### src/rtl/column_edges_to_row_spans_core_assert.svh
// Assertion macros shared by the column-to-span RTL.
`ifndef COLUMN_EDGES_TO_ROW_SPANS_CORE_ASSERT_SVH
`define COLUMN_EDGES_TO_ROW_SPANS_CORE_ASSERT_SVH

// Condition that must hold at every edge out of reset.
`define CE2RS_ASSERT_HOLDS(label, clk_i, rst_ni, cond, msg) \
	label: assert property (@(posedge clk_i) disable iff (!rst_ni) (cond)) else $error(msg);

// Same-cycle implication.
`define CE2RS_ASSERT_IMP(label, clk_i, rst_ni, ante, cons, msg) \
	label: assert property (@(posedge clk_i) disable iff (!rst_ni) (ante) |-> (cons)) \
		else $error(msg);

// Next-cycle implication.
`define CE2RS_ASSERT_NXT(label, clk_i, rst_ni, ante, cons, msg) \
	label: assert property (@(posedge clk_i) disable iff (!rst_ni) (ante) |=> (cons)) \
		else $error(msg);

`endif

### src/rtl/ce2rs_pkg.sv
// Shared widths, types and helpers for the column-to-span converter.
package ce2rs_pkg;

	localparam int ROWS_DEF = 64;
	localparam int COLUMNS  = 1024;
	localparam int ROW_W    = 6;
	localparam int COL_X_W  = 11;
	localparam int X_W      = $clog2(COLUMNS);
	// row plus one bit so that "no row" sits above every real row
	localparam int WALK_W   = ROW_W + 1;
	localparam logic [WALK_W-1:0] EMPTY_ROW = {1'b1, {ROW_W{1'b0}}};

	typedef enum logic [2:0] {
		WS_IDLE,
		WS_CLOSE_TOP,
		WS_CLOSE_BOT,
		WS_OPEN_TOP,
		WS_OPEN_BOT
	} walk_state_t;

	// span request from walker to output stage
	typedef struct packed {
		logic [ROW_W-1:0] row;
		logic [X_W-1:0]   x_final;
		logic             last;
	} emit_req_t;

	function automatic logic [ROW_W-1:0] clamp_row(input logic [ROW_W-1:0] v,
		input logic [ROW_W-1:0] lim);
		return (v > lim) ? lim : v;
	endfunction

endpackage

### src/rtl/ce2rs_col_if.sv
// Column word channel.
interface ce2rs_col_if;
	import ce2rs_pkg::*;

	logic               valid;
	logic               ready;
	logic [COL_X_W-1:0] column_x;
	logic [ROW_W-1:0]   top_row;
	logic [ROW_W-1:0]   bottom_row;
	logic               column_empty;
	logic               plane_start;

	modport source(output valid, column_x, top_row, bottom_row, column_empty, plane_start,
		input ready);
	modport sink(input valid, column_x, top_row, bottom_row, column_empty, plane_start,
		output ready);
endinterface

### src/rtl/ce2rs_span_if.sv
// Span word channel.
interface ce2rs_span_if;
	import ce2rs_pkg::*;

	logic             valid;
	logic             ready;
	logic [ROW_W-1:0] span_row;
	logic [X_W-1:0]   span_x_first;
	logic [X_W-1:0]   span_x_final;
	logic             span_last;

	modport source(output valid, span_row, span_x_first, span_x_final, span_last,
		input ready);
	modport sink(input valid, span_row, span_x_first, span_x_final, span_last,
		output ready);
endinterface

### src/rtl/column_edges_to_row_spans_core.sv
// Column edges to row spans: top level.
//
// Input channel col: one word per screen column of a plane, left to right
// (column_x, top_row, bottom_row, column_empty, plane_start). plane_start
// marks the first column; a closing empty column one past the right edge
// flushes every row still open. Rows above ROWS-1 saturate.
// Output channel span: one word per finished row span (span_row,
// span_x_first, span_x_final = column_x - 1), span_last on the final span
// a column causes. A column may cause no span at all.
// Walk: a column occupies the walker through the four walk phases (close
// top, close bottom, open top, open bottom); the walker handles one row per
// cycle, stalled while closing rows if the output stage is not ready.
// A span goes through the start-column RAM read and then the output
// register once its row is walked. Spans issue back to back while the sink
// takes them; a stalled sink holds the output word and, once the read stage
// is full too, the walker, while the next column is still taken once the
// walk is done.
// Reset: asynchronous, clears the handshakes and marks "no previous column".
// The start-column RAM is not cleared; only entries written earlier are read.
module column_edges_to_row_spans_core #(
	parameter int ROWS = ce2rs_pkg::ROWS_DEF
) (
	input  logic          clk,
	input  logic          arst_n,
	ce2rs_col_if.sink     col,
	ce2rs_span_if.source  span
);
	import ce2rs_pkg::*;

	localparam int ADDR_W = $clog2(ROWS);

	// walker -> output stage
	logic      req_valid;
	emit_req_t req;
	logic      req_ready;

	// start-column RAM ports
	logic              wr_en;
	logic [ADDR_W-1:0] wr_addr;
	logic [X_W-1:0]    wr_data;
	logic              rd_en;
	logic [ADDR_W-1:0] rd_addr;
	logic [X_W-1:0]    rd_data;

	ce2rs_walker #(.ROWS(ROWS)) u_walker (
		.clk       (clk),
		.arst_n    (arst_n),
		.col       (col),
		.req_valid (req_valid),
		.req       (req),
		.req_ready (req_ready),
		.wr_en     (wr_en),
		.wr_addr   (wr_addr),
		.wr_data   (wr_data)
	);

	// per-row span start column
	ce2rs_ram #(.WIDTH(X_W), .DEPTH(ROWS)) u_start_ram (
		.clk   (clk),
		.we    (wr_en),
		.waddr (wr_addr),
		.wdata (wr_data),
		.re    (rd_en),
		.raddr (rd_addr),
		.rdata (rd_data)
	);

	ce2rs_emit #(.ROWS(ROWS)) u_emit (
		.clk       (clk),
		.arst_n    (arst_n),
		.req_valid (req_valid),
		.req       (req),
		.req_ready (req_ready),
		.rd_en     (rd_en),
		.rd_addr   (rd_addr),
		.rd_data   (rd_data),
		.span      (span)
	);
endmodule

### src/rtl/ce2rs_ram.sv
// Generic single-write, single-read RAM with registered read data.
module ce2rs_ram #(
	parameter int WIDTH = 10,
	parameter int DEPTH = 64
) (
	input  logic                     clk,
	input  logic                     we,
	input  logic [$clog2(DEPTH)-1:0] waddr,
	input  logic [WIDTH-1:0]         wdata,
	input  logic                     re,
	input  logic [$clog2(DEPTH)-1:0] raddr,
	output logic [WIDTH-1:0]         rdata
);
	logic [WIDTH-1:0] mem [DEPTH];

	always_ff @(posedge clk) begin
		if (we) begin
			mem[waddr] <= wdata;
		end
		if (re) begin
			rdata <= mem[raddr];
		end
	end
endmodule

### src/rtl/ce2rs_walker.sv
// Row walker: closes and opens rows between consecutive columns.
`include "column_edges_to_row_spans_core_assert.svh"

module ce2rs_walker #(
	parameter int ROWS = ce2rs_pkg::ROWS_DEF
) (
	input  logic                     clk,
	input  logic                     arst_n,
	ce2rs_col_if.sink                col,
	output logic                     req_valid,
	output ce2rs_pkg::emit_req_t     req,
	input  logic                     req_ready,
	output logic                     wr_en,
	output logic [$clog2(ROWS)-1:0]  wr_addr,
	output logic [ce2rs_pkg::X_W-1:0] wr_data
);
	import ce2rs_pkg::*;

	localparam int ADDR_W = $clog2(ROWS);
	localparam logic [ROW_W-1:0] ROW_MAX = ROW_W'(ROWS - 1);

	walk_state_t state_q, state_d;

	logic [ROW_W-1:0]  prev_top_q, prev_bot_q;
	logic              prev_empty_q;
	logic [WALK_W-1:0] t1_q, b1_q, ct_q, cb_q;
	logic [X_W-1:0]    xw_q, xf_q;

	logic              accept;
	logic [ROW_W-1:0]  t2, b2;
	logic [WALK_W-1:0] t1n, b1m;
	logic              c_top, c_bot, c_otop, c_obot;
	logic              last_top, last_bot;

	assign accept = col.valid && col.ready;
	assign t2     = clamp_row(col.top_row, ROW_MAX);
	assign b2     = clamp_row(col.bottom_row, ROW_MAX);

	assign t1n = t1_q + WALK_W'(1);
	assign b1m = b1_q - WALK_W'(1);

	assign c_top  = (t1_q < ct_q) && (t1_q <= b1_q);
	assign c_bot  = (b1_q > cb_q) && (b1_q >= t1_q);
	assign c_otop = (ct_q < t1_q) && (ct_q <= cb_q);
	assign c_obot = (cb_q > b1_q) && (cb_q >= ct_q);

	// nothing left to close after this span?
	assign last_top = !((t1n < ct_q) && (t1n <= b1_q)) && !((b1_q > cb_q) && (b1_q >= t1n));
	assign last_bot = !((b1m > cb_q) && (b1m >= t1_q));

	always_comb begin
		state_d = state_q;
		case (state_q)
			WS_IDLE:      if (col.valid) state_d = WS_CLOSE_TOP;
			WS_CLOSE_TOP: if (!c_top)    state_d = WS_CLOSE_BOT;
			WS_CLOSE_BOT: if (!c_bot)    state_d = WS_OPEN_TOP;
			WS_OPEN_TOP:  if (!c_otop)   state_d = WS_OPEN_BOT;
			WS_OPEN_BOT:  if (!c_obot)   state_d = WS_IDLE;
			default:                     state_d = WS_IDLE;
		endcase
	end

	always_comb begin
		col.ready   = 1'b0;
		req_valid   = 1'b0;
		req.row     = t1_q[ROW_W-1:0];
		req.x_final = xf_q;
		req.last    = last_top;
		wr_en       = 1'b0;
		wr_addr     = ct_q[ADDR_W-1:0];
		wr_data     = xw_q;
		case (state_q)
			WS_IDLE: begin
				col.ready = 1'b1;
			end
			WS_CLOSE_TOP: begin
				req_valid = c_top;
			end
			WS_CLOSE_BOT: begin
				req_valid = c_bot;
				req.row   = b1_q[ROW_W-1:0];
				req.last  = last_bot;
			end
			WS_OPEN_TOP: begin
				wr_en = c_otop;
			end
			WS_OPEN_BOT: begin
				wr_en   = c_obot;
				wr_addr = cb_q[ADDR_W-1:0];
			end
			default: begin
				col.ready = 1'b0;
			end
		endcase
	end

	always_ff @(posedge clk or negedge arst_n) begin
		if (!arst_n) begin
			state_q      <= WS_IDLE;
			prev_top_q   <= '0;
			prev_bot_q   <= '0;
			prev_empty_q <= 1'b1;
		end else begin
			state_q <= state_d;
			if (accept) begin
				prev_top_q   <= t2;
				prev_bot_q   <= b2;
				prev_empty_q <= col.column_empty;
			end
		end
	end

	always_ff @(posedge clk) begin
		if (accept) begin
			t1_q <= (col.plane_start || prev_empty_q) ? EMPTY_ROW : {1'b0, prev_top_q};
			b1_q <= (col.plane_start || prev_empty_q) ? '0 : {1'b0, prev_bot_q};
			ct_q <= col.column_empty ? EMPTY_ROW : {1'b0, t2};
			cb_q <= col.column_empty ? '0 : {1'b0, b2};
			xw_q <= col.column_x[X_W-1:0];
			xf_q <= col.column_x[X_W-1:0] - X_W'(1);
		end else begin
			if (state_q == WS_CLOSE_TOP && req_valid && req_ready) t1_q <= t1n;
			if (state_q == WS_CLOSE_BOT && req_valid && req_ready) b1_q <= b1m;
			if (state_q == WS_OPEN_TOP && wr_en) ct_q <= ct_q + WALK_W'(1);
			if (state_q == WS_OPEN_BOT && wr_en) cb_q <= cb_q - WALK_W'(1);
		end
	end

	`CE2RS_ASSERT_HOLDS(a_no_rd_wr_same_cycle, clk, arst_n, !(wr_en && req_valid), "walker reads and writes start memory together")
	`CE2RS_ASSERT_NXT(a_accept_starts_close, clk, arst_n, accept, state_q == WS_CLOSE_TOP, "column accepted without starting the walk")
	`CE2RS_ASSERT_NXT(a_open_keeps_closed_edges, clk, arst_n, state_q == WS_OPEN_TOP, $stable(t1_q) && $stable(b1_q), "closing edges moved while opening rows")
endmodule

### src/rtl/ce2rs_emit.sv
// Output stage: start-column read and span word register.
`include "column_edges_to_row_spans_core_assert.svh"

module ce2rs_emit #(
	parameter int ROWS = ce2rs_pkg::ROWS_DEF
) (
	input  logic                      clk,
	input  logic                      arst_n,
	input  logic                      req_valid,
	input  ce2rs_pkg::emit_req_t      req,
	output logic                      req_ready,
	output logic                      rd_en,
	output logic [$clog2(ROWS)-1:0]   rd_addr,
	input  logic [ce2rs_pkg::X_W-1:0] rd_data,
	ce2rs_span_if.source              span
);
	import ce2rs_pkg::*;

	localparam int ADDR_W = $clog2(ROWS);

	logic      s1_valid_q;
	emit_req_t req_s1;
	logic      out_valid_q;
	logic      advance;

	// s1 holds the request while the RAM read is in flight; the RAM output
	// stays put while no new read is issued
	assign advance   = s1_valid_q && (!out_valid_q || span.ready);
	assign req_ready = !s1_valid_q || advance;
	assign rd_en     = req_valid && req_ready;
	assign rd_addr   = req.row[ADDR_W-1:0];

	assign span.valid = out_valid_q;

	always_ff @(posedge clk or negedge arst_n) begin
		if (!arst_n) begin
			s1_valid_q  <= 1'b0;
			out_valid_q <= 1'b0;
		end else begin
			if (rd_en) begin
				s1_valid_q <= 1'b1;
			end else if (advance) begin
				s1_valid_q <= 1'b0;
			end
			if (advance) begin
				out_valid_q <= 1'b1;
			end else if (span.ready) begin
				out_valid_q <= 1'b0;
			end
		end
	end

	always_ff @(posedge clk) begin
		if (rd_en) begin
			req_s1 <= req;
		end
		if (advance) begin
			span.span_row     <= req_s1.row;
			span.span_x_first <= rd_data;
			span.span_x_final <= req_s1.x_final;
			span.span_last    <= req_s1.last;
		end
	end

	`CE2RS_ASSERT_NXT(a_read_fills_s1, clk, arst_n, rd_en, s1_valid_q, "issued read lost its stage")
	`CE2RS_ASSERT_NXT(a_s1_holds, clk, arst_n, s1_valid_q && !advance, s1_valid_q && $stable(req_s1), "stalled read stage changed")
	`CE2RS_ASSERT_NXT(a_s1_moves_to_free_out, clk, arst_n, s1_valid_q && !out_valid_q, out_valid_q, "free output register not filled")
endmodule
### src/flat_wrapper.sv
// flat-port wrapper written by rule: the top's interface ports become plain ports
module column_edges_to_row_spans_core_flat import ce2rs_pkg::*;
#(
	parameter int ROWS = ce2rs_pkg::ROWS_DEF
)
  (clk, arst_n, col_valid, col_column_x, col_top_row, col_bottom_row, col_column_empty, col_plane_start, col_ready, span_valid, span_span_row, span_span_x_first, span_span_x_final, span_span_last, span_ready);
  ce2rs_col_if col_i ();
  ce2rs_span_if span_i ();
  input  logic clk;
  input  logic arst_n;
  input wire logic [$bits(col_i.valid)-1:0] col_valid;
  input wire logic [$bits(col_i.column_x)-1:0] col_column_x;
  input wire logic [$bits(col_i.top_row)-1:0] col_top_row;
  input wire logic [$bits(col_i.bottom_row)-1:0] col_bottom_row;
  input wire logic [$bits(col_i.column_empty)-1:0] col_column_empty;
  input wire logic [$bits(col_i.plane_start)-1:0] col_plane_start;
  output wire logic [$bits(col_i.ready)-1:0] col_ready;
  output wire logic [$bits(span_i.valid)-1:0] span_valid;
  output wire logic [$bits(span_i.span_row)-1:0] span_span_row;
  output wire logic [$bits(span_i.span_x_first)-1:0] span_span_x_first;
  output wire logic [$bits(span_i.span_x_final)-1:0] span_span_x_final;
  output wire logic [$bits(span_i.span_last)-1:0] span_span_last;
  input wire logic [$bits(span_i.ready)-1:0] span_ready;
  assign col_i.valid = col_valid;
  assign col_i.column_x = col_column_x;
  assign col_i.top_row = col_top_row;
  assign col_i.bottom_row = col_bottom_row;
  assign col_i.column_empty = col_column_empty;
  assign col_i.plane_start = col_plane_start;
  assign col_ready = col_i.ready;
  assign span_valid = span_i.valid;
  assign span_span_row = span_i.span_row;
  assign span_span_x_first = span_i.span_x_first;
  assign span_span_x_final = span_i.span_x_final;
  assign span_span_last = span_i.span_last;
  assign span_i.ready = span_ready;
  column_edges_to_row_spans_core #(.ROWS(ROWS)) u_core (.clk(clk), .arst_n(arst_n), .col(col_i), .span(span_i));
endmodule
### config.mk
export PLATFORM = sky130hd
export DESIGN_NAME = column_edges_to_row_spans_core_flat
export DESIGN_NICKNAME = d
export VERILOG_FILES = /design/src/rtl/ce2rs_pkg.sv /design/src/rtl/ce2rs_col_if.sv /design/src/rtl/ce2rs_span_if.sv /design/src/rtl/column_edges_to_row_spans_core.sv /design/src/rtl/ce2rs_ram.sv /design/src/rtl/ce2rs_walker.sv /design/src/rtl/ce2rs_emit.sv /design/src/flat_wrapper.sv
export VERILOG_INCLUDE_DIRS = /design/src /design/src/rtl
export SDC_FILE = /design/constraint.sdc
export NUM_CORES = 1
export LEC_CHECK = 0
export ABC_CLOCK_PERIOD_IN_PS = 4600
export BUFFER_PORTS_ARGS = -buffer_cell sky130_fd_sc_hd__buf_4
export CAP_MARGIN = 20
export CORE_MARGIN = 2
export CORE_UTILIZATION = 40
export DETAILED_ROUTE_END_ITERATION = 8
export GPL_ROUTABILITY_DRIVEN = 0
export GPL_TIMING_DRIVEN = 0
export PLACE_DENSITY = 0.62
export SLEW_MARGIN = 20
export SYNTH_ARGS = -nofsm -noshare
export SYNTH_HDL_FRONTEND = slang
export SYNTH_HIERARCHICAL = 1
export SYNTH_SLANG_ARGS = --single-unit
### constraint.sdc
create_clock -name clk -period 4.6 [get_ports clk]
set_input_delay 0 -clock clk [delete_from_list [all_inputs] [get_ports clk]]
set_output_delay 0 -clock clk [all_outputs]
set_load 0.01 [all_outputs]
After elaboration in Yosys (flattened, before gate mapping)

Memories as Yosys holds them, arrays and structs flattened. A register that Yosys moved wholly into a read port is not among the register bits.
Cells that the tools add are included.

Memories: 1
Logic and storage cells: 114
Output and inout port bits: 29
Bits in registers: 110
Bits in writable memories: 640

Memory list:

| name                   | words | width | rd ports | clocked after memory_dff | wr ports | RTL line        | RTL |
|---|---|---|---|---|---|---|---|
| u_core.u_start_ram.mem | 64    | 10    | 1        | 1                        | 1        | ce2rs_ram.sv:14 | `logic [WIDTH-1:0] mem [DEPTH];` |

Muxes and demuxes: 32
Equality and inequality tests: 9
Add/subtract/negate cells: 5
Reductions and logical operators: 33
Order comparisons: 15

Operators by type and width:

| kind                                                 | number |
|---|---|
| two-way mux 7 bit                                    | 10 |
| two-way mux 6 bit                                    | 6 |
| >= comparator 7 bit                                  | 4 |
| greater-than comparator 7 bit                        | 3 |
| <= comparator 7 bit                                  | 3 |
| less-than comparator 7 bit                           | 3 |
| logical AND 1 bit                                    | 17 |
| two-way mux 3 bit                                    | 5 |
| case mux 3 bit (5 select lines)                      | 1 |
| adder 7 x 1 -> 7 bit, second input constant          | 2 |
| subtractor 7 x 1 -> 7 bit, second input constant     | 2 |
| greater-than comparator 6 bit, second input constant | 2 |
| nonzero test 2 bit                                   | 6 |
| != test 2 bit, second input constant                 | 5 |
| subtractor 10 x 1 -> 10 bit, second input constant   | 1 |
| two-way mux 1 bit                                    | 8 |
| equality test 3 x 2 -> 1 bit, second input constant  | 2 |
| logical NOT 1 bit                                    | 5 |
| AND reduction 5 bit                                  | 1 |
| case mux 1 bit (2 select lines)                      | 2 |
| equality test 3 x 1 -> 1 bit, second input constant  | 1 |
| equality test 3 bit, second input constant           | 1 |
| logical NOT 3 bit                                    | 1 |
| logical OR 1 bit                                     | 3 |

Longest topological paths before layout

Gate-level depths: netlist of run 1.

Depth after elaboration: 7
Depth in mapped cells: 13
Depth with buffers taken out: 10

Modules after synthesis

Netlist of run 1, hierarchy kept.

By module, submodules not included:

| module       | seq. area each (um^2) | instances | area an instance (um^2) | cells each |
|---|---|---|---|---|
| ce2rs_ram    | 19518.7               | 1         | 25201.7                 | 1118 |
| ce2rs_walker | 1843.0                | 1         | 4330.4                  | 439 |
| ce2rs_emit   | 1371.3                | 1         | 1470.2                  | 58 |

Worst setup path after synthesis of run 1

OpenSTA, ideal clock, no wires.

Path kind: register -> register
From: register u_core.u_walker.state_q[0]
To: register u_core.u_start_ram.rdata[6], read port of u_core.u_start_ram.mem (data pin)
Cell stages (with the launch flop): 13
Data arrival time: 2.940 ns
Buffers on the path: 5
Setup slack: 1.399 ns
Setup time: 0.262 ns
Clock period less this slack: 3.201 ns
Path through: dfrtp_1 nor3b_2 clkbuf_1 nand2_1 o21ai_0 buf_4 buf_2 buf_4 clkbuf_1 mux4_2 mux4_2 nand3b_1 nand3_1

RTL lines:

| what                   | RTL line            | RTL |
|---|---|---|
| from (decl)            | ce2rs_walker.sv:22  | `walk_state_t state_q, state_d;` |
| from (signal assigned) | ce2rs_walker.sv:104 | `state_q <= state_d;` |
| to (decl)              | ce2rs_ram.sv:12     | `output logic [WIDTH-1:0] rdata` |

Worst setup path after layout of run 1

From: register u_core.u_walker.t1_q[5]
To: memory u_core.u_start_ram.mem[6][2], enable pin

Longest elaborated chain between the ends: 5

RTL lines:

| what                                    | RTL line                             | RTL |
|---|---|---|
| from (decl)                             | ce2rs_walker.sv:26                   | `logic [WALK_W-1:0] t1_q, b1_q, ct_q, cb_q;` |
| from (signal assigned)                  | ce2rs_walker.sv:115                  | `t1_q <= (col.plane_start \|\| prev_empty_q) ? EMPTY_ROW : {1'b0, prev_top_q};` |
| from (signal assigned)                  | ce2rs_walker.sv:122                  | `if (state_q == WS_CLOSE_TOP && req_valid && req_ready) t1_q <= t1n;` |
| less-than comparator 7 bit              | ce2rs_walker.sv:44                   | `assign c_otop = (ct_q < t1_q) && (ct_q <= cb_q);` |
| logical AND 1 bit                       | ce2rs_walker.sv:44                   |  |
| case mux 1 bit (2 select lines)         | ce2rs_walker.sv:72                   | `case (state_q)` |
| named net u_core.wr_en                  | column_edges_to_row_spans_core.sv:38 | `logic wr_en;` |
| two-way mux 1 bit                       | ce2rs_ram.sv:17                      | `if (we) begin` |
| two-way mux 1 bit (not written as such) | ce2rs_ram.sv:18                      | `mem[waddr] <= wdata;` |
| to (decl)                               | ce2rs_ram.sv:14                      |  |

The timed path passes the listed nets, and every way through them passes these cells.

==> summary.txt, run 1 <==
Power
  – Psw: 0.00803 W
  – Clock power frac: 25.3%
  – Peak VDD IR: 0.331 mV
  – Sequential fraction of design power: 37.4%
  – Cell Int Power: 0.0155 W
  – Power Total: 0.0236 W
  – Pwr per Cell Area: 654 nW/um2
  – Leakage power: 11.9 nW
  – Combinational Power Share: 37.3%
  – Sw frac: 34.1%

STA
  – # setup viols final: 0
  – Final Hold Fails: 0
  – Max Slew Vio Count: 0
  – Setup TNS: 0 ns
  – Setup ws final: 0.0222 ns
  – RSZ-0062 raised after global routing: true
  – Max Clock Skew: 0.0223 ns
  – Maximum clock frequency: 218 MHz
  – Final Critical Period: 4.58 ns
  – Slew margin rel.: 23.8%
  – Crit share post-route: 99.5%
  – Slew @ Worst Pin: 1.14 ns

Floorplan
  – Initial core utilization: 40.2%
  – Core area: 77100 um2
  – Ports: 58
  – Die Ht: 282 um
  – Chip Width: 282 um
  – DIE AREA: 79700 um2
  – Row cnt: 102

CTS
  – Clock latency on the worst-skew pair: 0.62 ns
  – Sink Count: 760
  – CTS Root Cell: clkbuf_16
  – Clk slew on worst S/H paths: 0.06 ns
  – # H-tree levels: 3
  – CTS buffer count: 77
  – Clk buf depth: 3
  – CTS tree: yes

Min path
  – Hold WC Path Type: input port to register

Yosys
  – Async SR Flop Fraction: 2.37%
  – Seq/Total Area, Yosys: 73.3%
  – Synthesized area: 31000 um2
  – Synth Warn #: 6
  – Net count after synthesis: 1703
  – Yosys reg bits: 760
  – Synth Instances: 1615
  – Most used DFF post-synth: edfxtp_1
  – Distinct cells, synth: 66
  – Post-synth EDFFs: 742
  – Syn_area_per_cell: 19.2 um2

Global routing
  – Total GRT Usage: 18.9%
  – Vias in the first global route: 16200
  – Initial antenna violation count: 1
  – Global route overflow: 0
  – First-pass GRT wire length: 108 mm
  – Largest net degree at the start of global routing: 30

Worst setup path
  – Endpoint class of the critical path: register
  – Worst path cell trace: inv_1 -> ha_1 -> a21o_1 -> a221o_1 -> nor3_1 -> a21o_1 -> and2_1 -> nor2b_1 -> nand3_1 -> nor2_1
  – Largest fanout on the critical path: 10
  – Critical Path RT: 4.83 ns
  – CP Class: register to register
  – CP max stage delay: 1.04 ns
  – Worst setup SP type: register
  – Slowest CP cell: nor2_1
  – Arrival time worst endpoint: 4.80 ns
  – Cell mode on critical path: a21o_1

Placed design
  – I/O Buffers: 56
  – Placed Cells: 2741
  – DP Area: 33300 um2
  – DPL Wire Length: 50.3 mm
  – Setup WS pre-CTS: -0.0242 ns

Drt
  – Total routed wirelength: 73.8 mm
  – DR vias/cell: 5.50
  – Wire per inst: 25.4 um
  – Post-route ant nets: 0
  – DRC viols: 0
  – Vias: 16000
  – Starting DRT DRC Count: 1617
  – Pre-antenna DRT Iters: 5

Layout
  – Layout net count: 1900
  – Layout fillers: 6405
  – Non-Filler Instances: 2912
  – Antenna diodes: 0
  – Synth-to-layout area growth: 16.3%
  – Proportion of layout cells with a drive suffix above 1: 24.8%
  – Final Cell Area: 36000 um2

Run
  – Max Cap Viol: 0

Outcome
  – Status: finished clean
-- cells in the mapped netlist, types with 20 or more instances --
cell type	instances	area [um2]
edfxtp_1	742	22300
mux4_2	160	3600
nand2_1	83	312
nor2_1	81	304
ha_1	59	738
mux2i_1	53	531
inv_1	32	120
clkbuf_1	31	116
o21ai_1	28	140
buf_2	21	105
buf_4	21	158
xnor2_1	20	175
-- per-stage QoR --
| stage | hold WS (ns) | utilization (%) |
|---|---|---|
| 6_report | 0.142 | 46.8 |
| 5_1_grt | 0.136 | 46.8 |
| 4_1_cts | 0.110 | 46.6 |
| 3_5_place_dp | -0.0979 | 43.1 |
| 3_3_place_gp | -0.106 | 42.5 |
| 2_1_floorplan | -0.296 | - |
-- power by group through the flow --
stage | combinational [W] | sequential, W | clock (W)
2_1_floorplan | 0.00550 | 0.00899 | 0
3_3_place_gp | 0.00810 | 0.00926 | 0
3_5_place_dp | 0.00870 | 0.00897 | 0
4_1_cts | 0.00875 | 0.00882 | 0.00609
5_1_grt | 0.00931 | 0.00887 | 0.00632
6_report | 0.00879 | 0.00883 | 0.00596
-- layout by cell type, fill, tap and decap left out, types with 9 or more instances in the layout --
cell | Yosys | final
dlygate4sd3_1 | 0 | 29
ha_1 | 59 | 59
buf_8 | 1 | 20
buf_4 | 21 | 82
nand3b_1 | 18 | 18
mux2i_1 | 53 | 53
nor2b_1 | 13 | 13
a22oi_1 | 10 | 10
clkinv_1 | 0 | 15
a21o_1 | 9 | 9
edfxtp_1 | 742 | 742
nor2_2 | 0 | 18
o21ai_1 | 28 | 28
clkbuf_16 | 0 | 80
o21ai_0 | 19 | 19
xnor2_1 | 20 | 20
nand2b_1 | 13 | 13
nand2_1 | 83 | 83
o22ai_1 | 16 | 16
a22o_1 | 10 | 10
inv_1 | 32 | 32
clkbuf_1 | 31 | 44
dfrtp_1 | 17 | 17
buf_2 | 21 | 20
nor2_1 | 81 | 63
nor3_1 | 12 | 10
clkinv_2 | 0 | 12
mux4_2 | 160 | 160
a21oi_1 | 18 | 18
nand3_1 | 19 | 19
-- flip-flops by register name (all words and copies together), names as in the netlist --
signal                           flops
u_core/u_walker/prev_top_q           6
u_core/u_emit/span.valid             1
u_core/u_emit/span.span_x_first     10
u_core/u_emit/req_s1                17
u_core/u_start_ram/rdata            10
u_core/u_emit/span.span_x_final     10
u_core/u_walker/prev_empty_q         1
u_core/u_emit/span.span_last         1
u_core/u_start_ram/mem             640
u_core/u_walker/xf_q                10
u_core/u_walker/state_q              3
u_core/u_walker/cb_q                 7
u_core/u_walker/wr_data             10
u_core/u_emit/s1_valid_q             1
u_core/u_walker/t1_q                 7
u_core/u_emit/span.span_row          6
u_core/u_walker/ct_q                 7
u_core/u_walker/b1_q                 7
u_core/u_walker/prev_bot_q           6
-- routing by layer --
metal	wire length, um	vias to the layer above	GRT usage [%]
li1	-	6944	-
met3	4670	119	2.78
met5	0	-	0
met1	30200	8410	25.3
met4	2260	0	7.01
met2	36700	556	31.3
-- worst paths after layout --
| kind | startpoint | end | slack (ns) | cells past startpoint |
|---|---|---|---|---|
| worst max-delay path | u_core/u_walker/t1_q[5] | u_core/u_start_ram/mem[6][2] | 0.02 | 10 |
| worst min-delay path | col_top_row[5] | u_core/u_walker/prev_top_q[5] | 0.14 | 4 |
| worst max register to register | u_core/u_walker/t1_q[5] | u_core/u_start_ram/mem[6][2] | 0.02 | 10 |
| worst min register to register | u_core/u_start_ram/rdata[8] | u_core/u_emit/span.span_x_first[8] | 0.40 | 0 |
| max in group asynchronous | arst_n | u_core/u_walker/state_q[2] | 2.88 | 4 |
| min in group asynchronous | arst_n | u_core/u_walker/prev_empty_q | 0.41 | 3 |
-- logic make-up after synthesis --
group	after synthesis	synth area share [%]
AO/OA/AOI/OAI	155	3.53
XOR/XNOR	28	0.791
adder cells (fa/ha/maj)	61	2.45
buffers and inverters	114	1.80
flip-flops	760	73.3
multiplexers	225	13.8
AND/OR/NAND/NOR	272	4.27
-- timing repair --
| action | CTS | global route |
|---|---|---|
| buffers inserted | 0 | 0 |
| hold endpoints to repair | 70 | 0 |
| hold buffers | 29 | 0 |
| pin swaps | 0 | 0 |
| gates resized for setup | 1 | 22 |
| setup endpoints to repair | 3 | 50 |
-- worst max-delay path, delay by kind of cell, from the launching register on --
kind / cells / cell delay [ns]
buffers and inverters: 1 / 0.23
adders and majority gates: 1 / 0.30
and+or+nand+nor: 5 / 2.57
AOI/OAI and AO/OA: 3 / 0.67
DFF: 1 / 0.41
-- cell type report --
cell class | instances | area [um2] | share of cell area, %
plain buffers | 79 | 442 | 1.23
clock buffers | 101 | 2090 | 5.80
clock inverters | 38 | 314 | 0.871
inverters | 35 | 131 | 0.364
multi-input cells | 741 | 7790 | 21.6
flip-flops and latches | 760 | 22700 | 63.1
well taps | 1040 | 1300 | 3.61
repair buffers | 118 | 1250 | 3.47
No activity file was read; power rests on OpenSTA's default activity.
==> run 2, diff against run 1 <==
--- a/config.mk
+++ b/config.mk
@@ -14,7 +14,10 @@
 export DETAILED_ROUTE_END_ITERATION = 8
 export GPL_ROUTABILITY_DRIVEN = 0
 export GPL_TIMING_DRIVEN = 0
+export HOLD_SLACK_MARGIN = 0.15
 export PLACE_DENSITY = 0.62
+export SETUP_SLACK_MARGIN = 0.4
+export SKIP_LAST_GASP = 1
 export SLEW_MARGIN = 20
 export SYNTH_ARGS = -nofsm -noshare
 export SYNTH_HDL_FRONTEND = slang
==> summary.txt, run 2 (same netlist as run 1, synthesis figures left out) <==
CTS
  – Sink Count: 760 (unchanged)
  – CTS buffer count: 77 (unchanged)
  – Clk slew on worst S/H paths: 0.06 ns (about the same)
  – CTS tree: yes
  – # H-tree levels: 3 (unchanged)
  – Clk buf depth: 3 (unchanged)
  – Clock latency on the worst-skew pair: 0.63 ns (about the same)
  – CTS Root Cell: clkbuf_16

Global routing
  – Total GRT Usage: 19.0% (+0.13 points)
  – Global route overflow: 0 (unchanged)
  – Vias in the first global route: 16400 (+1.2%)
  – Largest net degree at the start of global routing: 30 (unchanged)
  – Initial antenna violation count: 1 (unchanged)
  – First-pass GRT wire length: 109 mm (+0.82%)

Power
  – Leakage power: 12.1 nW (+1.2%)
  – Peak VDD IR: 0.329 mV (-0.53%)
  – Pwr per Cell Area: 651 nW/um2 (-0.52%)
  – Power Total: 0.0238 W (+1.0%)

STA
  – Slew margin rel.: 28.7% (+4.9 points)
  – Setup TNS: 0 ns (unchanged)
  – # setup viols final: 0 (unchanged)
  – Crit share post-route: 94.1% (-5.4 points)
  – Slew @ Worst Pin: 1.07 ns (-0.0732 ns)
  – Final Hold Fails: 0 (unchanged)
  – Maximum clock frequency: 231 MHz (+5.8%)
  – Max Slew Vio Count: 0 (unchanged)
  – WHS: 0.196 ns (+0.0546 ns)
  – Final Critical Period: 4.33 ns (-0.250 ns)
  – RSZ-0062 raised after global routing: true
  – Max Clock Skew: 0.0226 ns (+0.000280 ns)

Placed design
  – I/O Buffers: 56 (unchanged)
  – DP Area: 33300 um2 (unchanged)
  – DPL Wire Length: 50.3 mm (unchanged)

Min path
  – Hold WC Path Type: input port to register

Drt
  – Pre-antenna DRT Iters: 5 (unchanged)
  – DR vias/cell: 5.53 (+0.39%)
  – DRC viols: 0 (unchanged)
  – Starting DRT DRC Count: 1666 (+3.0%)
  – Total routed wirelength: 74.6 mm (+1.1%)
  – Vias: 16200 (+1.3%)
  – Post-route ant nets: 0 (unchanged)
  – Wire per inst: 25.4 um (+0.15%)

Floorplan
  – Core area: 77100 um2 (unchanged)
  – Row cnt: 102 (unchanged)
  – Die Ht: 282 um (unchanged)
  – Chip Width: 282 um (unchanged)
  – DIE AREA: 79700 um2 (unchanged)
  – Initial core utilization: 40.2% (unchanged)
  – Ports: 58 (unchanged)

Layout
  – Post-layout util: 47.5% (+0.74 points)
  – Layout net count: 1927 (+1.4%)
  – Proportion of layout cells with a drive suffix above 1: 27.1% (+2.3 points)
  – Antenna diodes: 0 (unchanged)
  – Top flop regs: u_core/u_start_ram/mem: 640 flops, u_core/u_emit/req_s1: 17 flops
  – Synth-to-layout area growth: 18.1%
  – Final Cell Area: 36600 um2 (+1.6%)
  – Commonest non-fill, non-tap cell in the layout: edfxtp_1
  – Most frequent cells in the layout: 742 x edfxtp_1, 160 x mux4_2, 89 x buf_4
  – Max reg flops: 640 (unchanged)
  – Top reg by flops: u_core/u_start_ram/mem

Worst setup path
  – Kind of cell adding the most delay to the critical path: simple AND/OR/NAND/NOR gates
  – Critical Path RT: 4.84 ns (about the same)
  – CP Buf/Inv Count: 1 (unchanged)
  – Slowest CP cell: nor2_2
  – Endpoint class of the critical path: register
  – CP Class: register to register
  – Cell mode on critical path: a21o_1
  – Arrival time worst endpoint: 4.57 ns (-0.23 ns)
  – Largest fanout on the critical path: 10 (unchanged)
  – Worst path cell trace: inv_1 -> ha_1 -> a21o_1 -> a221o_1 -> nor3_1 -> a21o_1 -> and2_1 -> nand4_1 -> nor2_2
  – CP max stage delay: 0.94 ns (-0.10 ns)
  – Worst setup SP type: register
  – R2r setup slk: 0.27 ns (+0.25 ns)

Outcome
  – Status: finished clean

Run
  – Max Cap Viol: 0 (unchanged)
-- run 2: power by group --
part	total (W)	internal (W)	switching [W]
Sequential	0.00882	0.00848	0.000349
Combinational	0.00902	0.00374	0.00528
Clock	0.00598	0.00344	0.00254
-- run 2: worst paths after layout --
check	start	to	depth (start not counted)
setup / recovery	u_core/u_walker/t1_q[5]	u_core/u_start_ram/mem[39][1]	9
hold / removal	col_bottom_row[2]	u_core/u_walker/prev_bot_q[2]	4
setup reg to reg	u_core/u_walker/t1_q[5]	u_core/u_start_ram/mem[39][1]	9
hold reg to reg	u_core/u_start_ram/rdata[8]	u_core/u_emit/span.span_x_first[8]	0
max in group asynchronous	arst_n	u_core/u_walker/state_q[2]	3
min in group asynchronous	arst_n	u_core/u_walker/prev_bot_q[0]	3
-- run 2: area by class of cell --
| class | instances | area (um2) |
|---|---|---|
| Buffer | 79 | 467 |
| Clock inverter | 38 | 314 |
| Clock buffer | 101 | 2090 |
| Fill cell | 6357 | 40500 |
| Multi-Input combinational cell | 741 | 8070 |
| Timing Repair Buffer | 145 | 1510 |
| Inverter | 35 | 131 |
| Tap cell | 1040 | 1300 |
| Sequential cell | 760 | 22700 |
-- run 2: worst register-to-register path, stage by stage (launching register included) --
cell      delay, ns
edfxtp_1       0.41
inv_1          0.22
ha_1           0.30
a21o_1         0.16
a221o_1        0.36
nor3_1         0.26
a21o_1         0.15
and2_1         0.31
nand4_1        0.84
nor2_2         0.94
-- run 2: per-stage QoR --
stage | instances | setup slack, ns
after CTS | 2933 | 0.148
after global routing | 2939 | 0.180
after floorplan | 1615 | 1.40
after global placement | 2711 | 0.0163
after detailed placement | 2741 | -0.0242
final | 2939 | 0.272
-- run 2: layer usage --
| layer | up-vias | routed length, um | global-route usage [%] |
|---|---|---|---|
| li1 | 7001 | - | - |
| met1 | 8516 | 30600 | 25.4 |
| met2 | 600 | 37200 | 31.6 |
| met3 | 123 | 4550 | 2.78 |
| met4 | 0 | 2280 | 7.04 |
| met5 | - | 0 | 0 |
-- run 2: what timing repair did --
item | in CTS | in global routing
setup buffers | 0 | 5
hold endpoints to repair | 87 | 0
hold buffers | 53 | 0
gates resized for setup | 59 | 58
endpoints found under the setup margin | 440 | 503
==> run 3, diff against run 2 <==
--- a/config.mk
+++ b/config.mk
@@ -21,5 +21,4 @@
 export SLEW_MARGIN = 20
 export SYNTH_ARGS = -nofsm -noshare
 export SYNTH_HDL_FRONTEND = slang
-export SYNTH_HIERARCHICAL = 1
 export SYNTH_SLANG_ARGS = --single-unit
==> summary.txt, run 3 <==
Outcome
  – Status: finished clean

Worst setup path
  – Largest fanout on the critical path: 10 (unchanged)
  – Endpoint class of the critical path: register
  – Worst setup SP type: register
  – CP Buf/Inv Count: 4 (+3)
  – R2R cell count: 11 (+2)
  – Worst path depth: 11 (+2)
  – Critical Path RT: 4.94 ns (+0.10 ns)
  – CP max stage delay: 0.57 ns (-0.37 ns)
  – Worst path cell trace: buf_2 -> or3b_1 -> buf_2 -> mux2i_1 -> inv_1 -> nand2_1 -> clkbuf_2 -> o22ai_1 -> a221oi_2 -> o22ai_1 -> a221o_1
  – Kind of cell adding the most delay to the critical path: compound AO/OA/AOI/OAI gates
  – Arrival time worst endpoint: 4.48 ns (-0.09 ns)
  – CP Class: register to register
  – Slowest CP cell: mux2i_1

Yosys
  – Async SR Flop Fraction: 2.37% (unchanged)
  – Cell with the most instances after synthesis: edfxtp_1
  – Most used DFF post-synth: edfxtp_1
  – Post-synth EDFFs: 742 (unchanged)
  – Synth top area share: 66.8% (-5.1 points)
  – Top cells by count, synth: 742 x edfxtp_1, 483 x mux2i_1, 245 x nand2_1
  – Yosys reg bits: 760 (unchanged)
  – Distinct cells, synth: 52 (-21%)
  – Net count after synthesis: 2297 (+35%)
  – Area leader, netlist: edfxtp_1
  – Syn_area_per_cell: 15.1 um2 (-21%)
  – Synth area leaders: edfxtp_1 67%, mux2i_1 14%, nand2_1 2.8%
  – Synthesized area: 33400 um2 (+7.6%)
  – Synth Instances: 2208 (+37%)
  – Synth Warn #: 0 (-6)
  – Seq/Total Area, Yosys: 68.1% (-5.2 points)

Power
  – Leakage power: 15.0 nW (+24%)
  – Sequential fraction of design power: 34.4% (-2.6 points)
  – Cell Int Power: 0.0160 W (+2.3%)
  – Pwr per Cell Area: 642 nW/um2 (-1.3%)
  – Power Total: 0.0258 W (+8.1%)
  – Sw frac: 37.8% (+3.5 points)
  – Combinational Power Share: 41.7% (+3.8 points)
  – Clock power frac: 23.8% (-1.3 points)
  – Psw: 0.00974 W (+19%)
  – Peak VDD IR: 0.378 mV (+15%)

Layout
  – Top flop regs: u_core.u_start_ram.mem: 640 flops, u_core.u_emit.req_s1: 17 flops
  – Max reg flops: 640 (unchanged)
  – Commonest non-fill, non-tap cell in the layout: edfxtp_1
  – Layout fillers: 6835 (+7.5%)
  – Synth-to-layout area growth: 20.2%
  – Most frequent cells in the layout: 742 x edfxtp_1, 482 x mux2i_1, 231 x nand2_1
  – Top reg by flops: u_core.u_start_ram.mem
  – Proportion of layout cells with a drive suffix above 1: 17.3% (-9.9 points)
  – Layout net count: 2559 (+33%)
  – Register Area: 22700 um2 (unchanged)
  – Area of the multi-input gates: 10600 um2 (+31%)
  – Antenna diodes: 0 (unchanged)

STA
  – # setup viols final: 0 (unchanged)
  – Max Clock Skew: 0.0337 ns (+0.0111 ns)
  – Final Hold Fails: 0 (unchanged)
  – Maximum clock frequency: 242 MHz (+4.7%)
  – Setup TNS: 0 ns (unchanged)
  – Max Slew Vio Count: 0 (unchanged)
  – RSZ-0062 raised after global routing: true
  – Crit share post-route: 89.9% (-4.2 points)
  – Slew @ Worst Pin: 1.24 ns (+0.170 ns)
  – Setup ws final: 0.466 ns (+0.194 ns)
  – Slew margin rel.: 17.4% (-11 points)
  – Final Critical Period: 4.13 ns (-0.194 ns)
  – WHS: 0.238 ns (+0.0417 ns)

CTS
  – Sink Count: 760 (unchanged)
  – # H-tree levels: 3 (unchanged)
  – Clk slew on worst S/H paths: 0.06 ns (about the same)
  – Clk buf depth: 3 (unchanged)
  – CTS tree: yes
  – CTS buffer count: 78 (+1.3%)
  – Clock latency on the worst-skew pair: 0.63 ns (about the same)
  – CTS Root Cell: clkbuf_16

Global routing
  – Global route overflow: 0 (unchanged)
  – Total GRT Usage: 20.0% (+1.0 points)
  – First-pass GRT wire length: 128 mm (+17%)
  – Vias in the first global route: 20200 (+23%)
  – Initial antenna violation count: 0 (-1)
  – Largest net degree at the start of global routing: 30 (unchanged)

Drt
  – Met3 Routed Length: 5.42 mm (+19%)
  – Vias: 19900 (+23%)
  – Wl on met1: 36.2 mm (+18%)
  – Post-route ant nets: 0 (unchanged)
  – Starting DRT DRC Count: 1815 (+8.9%)
  – Uppermost layer routed: met4
  – DR vias/cell: 5.54 (+0.30%)
  – Pre-antenna DRT Iters: 5 (unchanged)
  – Wire length on met2: 41.7 mm (+12%)
  – DRC viols: 0 (unchanged)
  – Total routed wirelength: 86.1 mm (+15%)
  – Wire per inst: 24.0 um (-5.6%)

Min path
  – Hold Crit Depth: 3 (-1)
  – Hold WC Path Type: input port to register

Floorplan
  – Core area: 82400 um2 (+6.9%)
  – Row cnt: 105 (+2.9%)
  – Die Ht: 293 um (+3.7%)
  – DIE AREA: 85700 um2 (+7.5%)
  – Ports: 58 (unchanged)
  – Initial core utilization: 40.5% (+0.28 points)
  – Chip Width: 293 um (+3.7%)

Run
  – Max Cap Viol: 0 (unchanged)

Placed design
  – I/O Buffers: 56 (unchanged)
  – DPL Wire Length: 60.2 mm (+20%)
  – Setup WS pre-CTS: -0.767 ns (-0.743 ns)
## run 3: changes by cell type after synthesis, sizes merged, moves of 9 or more
cell,before,now
a221o,1,33
mux2i,53,483
o21ai,47,33
mux2,12,41
a221oi,6,21
nand2b,13,4
o22ai,16,51
buf,48,59
a31oi,2,41
and3,2,43
nand2,83,245
mux4,160,0
clkbuf,31,54
a22oi,11,0
## run 3: power by group through the flow
stage	clock [W]	sequential (W)	combinational, W
2_1_floorplan	0	0.00900	0.00635
3_3_place_gp	0	0.00939	0.00943
3_5_place_dp	0	0.00900	0.0102
4_1_cts	0.00622	0.00885	0.0105
5_1_grt	0.00651	0.00890	0.0114
6_report	0.00614	0.00886	0.0107
## run 3: cells by family after synthesis
group / after synthesis / share of synthesized area [%]
AO/OA/AOI/OAI: 236 / 5.00
XOR/XNOR: 28 / 0.735
adder cells (fa/ha/maj): 60 / 2.25
buffers and inverters: 156 / 2.15
flip-flops: 760 / 68.1
multiplexers: 524 / 15.9
AND/OR/NAND/NOR: 444 / 5.85
## run 3: path summary, 6_finish.rpt
kind,from,endpoint,slack [ns]
max,u_core.u_walker.state_q[0],u_core.u_start_ram.rdata[3],0.47
min,col_column_x[8],u_core.u_walker.xf_q[8],0.24
max reg2reg,u_core.u_walker.state_q[0],u_core.u_start_ram.rdata[3],0.47
min reg2reg,u_core.u_walker.xf_q[9],u_core.u_emit.req_s1[10],0.42
max in group asynchronous,arst_n,u_core.u_walker.prev_bot_q[2],3.38
min in group asynchronous,arst_n,u_core.u_walker.state_q[1],0.63
## run 3: per-layer routing
metal  up-vias  track usage (%)
met1     10100             26.4
met2       656             33.1
met4         0             7.04
met5         -                0
met3       159             3.89
li1       9031                -
## run 3: repair_timing
item,in CTS,in global routing
hold endpoints to repair,78,0
buffers inserted,2,33
pin swaps,3,28
hold buffers,56,0
gates cloned,0,0
gates resized for setup,144,15
setup endpoints to repair,681,557
## run 3: area by class of cell
cell class              count  share of cell area (%)
clock inverters            44                    1.08
flip-flops and latches    760                    56.7
well taps                1070                    3.34
plain buffers             113                    1.40
clock buffers              91                    5.04
multi-input cells        1292                    26.4
inverters                  43                   0.403
repair buffers            182                    5.69
## run 3: stage by stage
stage | cell area [um2] | instances | util [%]
after floorplan | 33400 | 2208 | -
after global placement | 35100 | 3334 | 42.6
after detailed placement | 35800 | 3369 | 43.4
after CTS | 39400 | 3562 | 47.8
after global routing | 40100 | 3595 | 48.7
final | 40100 | 3595 | 48.7
## run 3: worst min-delay path, delay by kind of cell
kind | cells | cell delay [ns]
buffers and inverters | 2 | 0.65
XOR/XNOR | 1 | 0.11
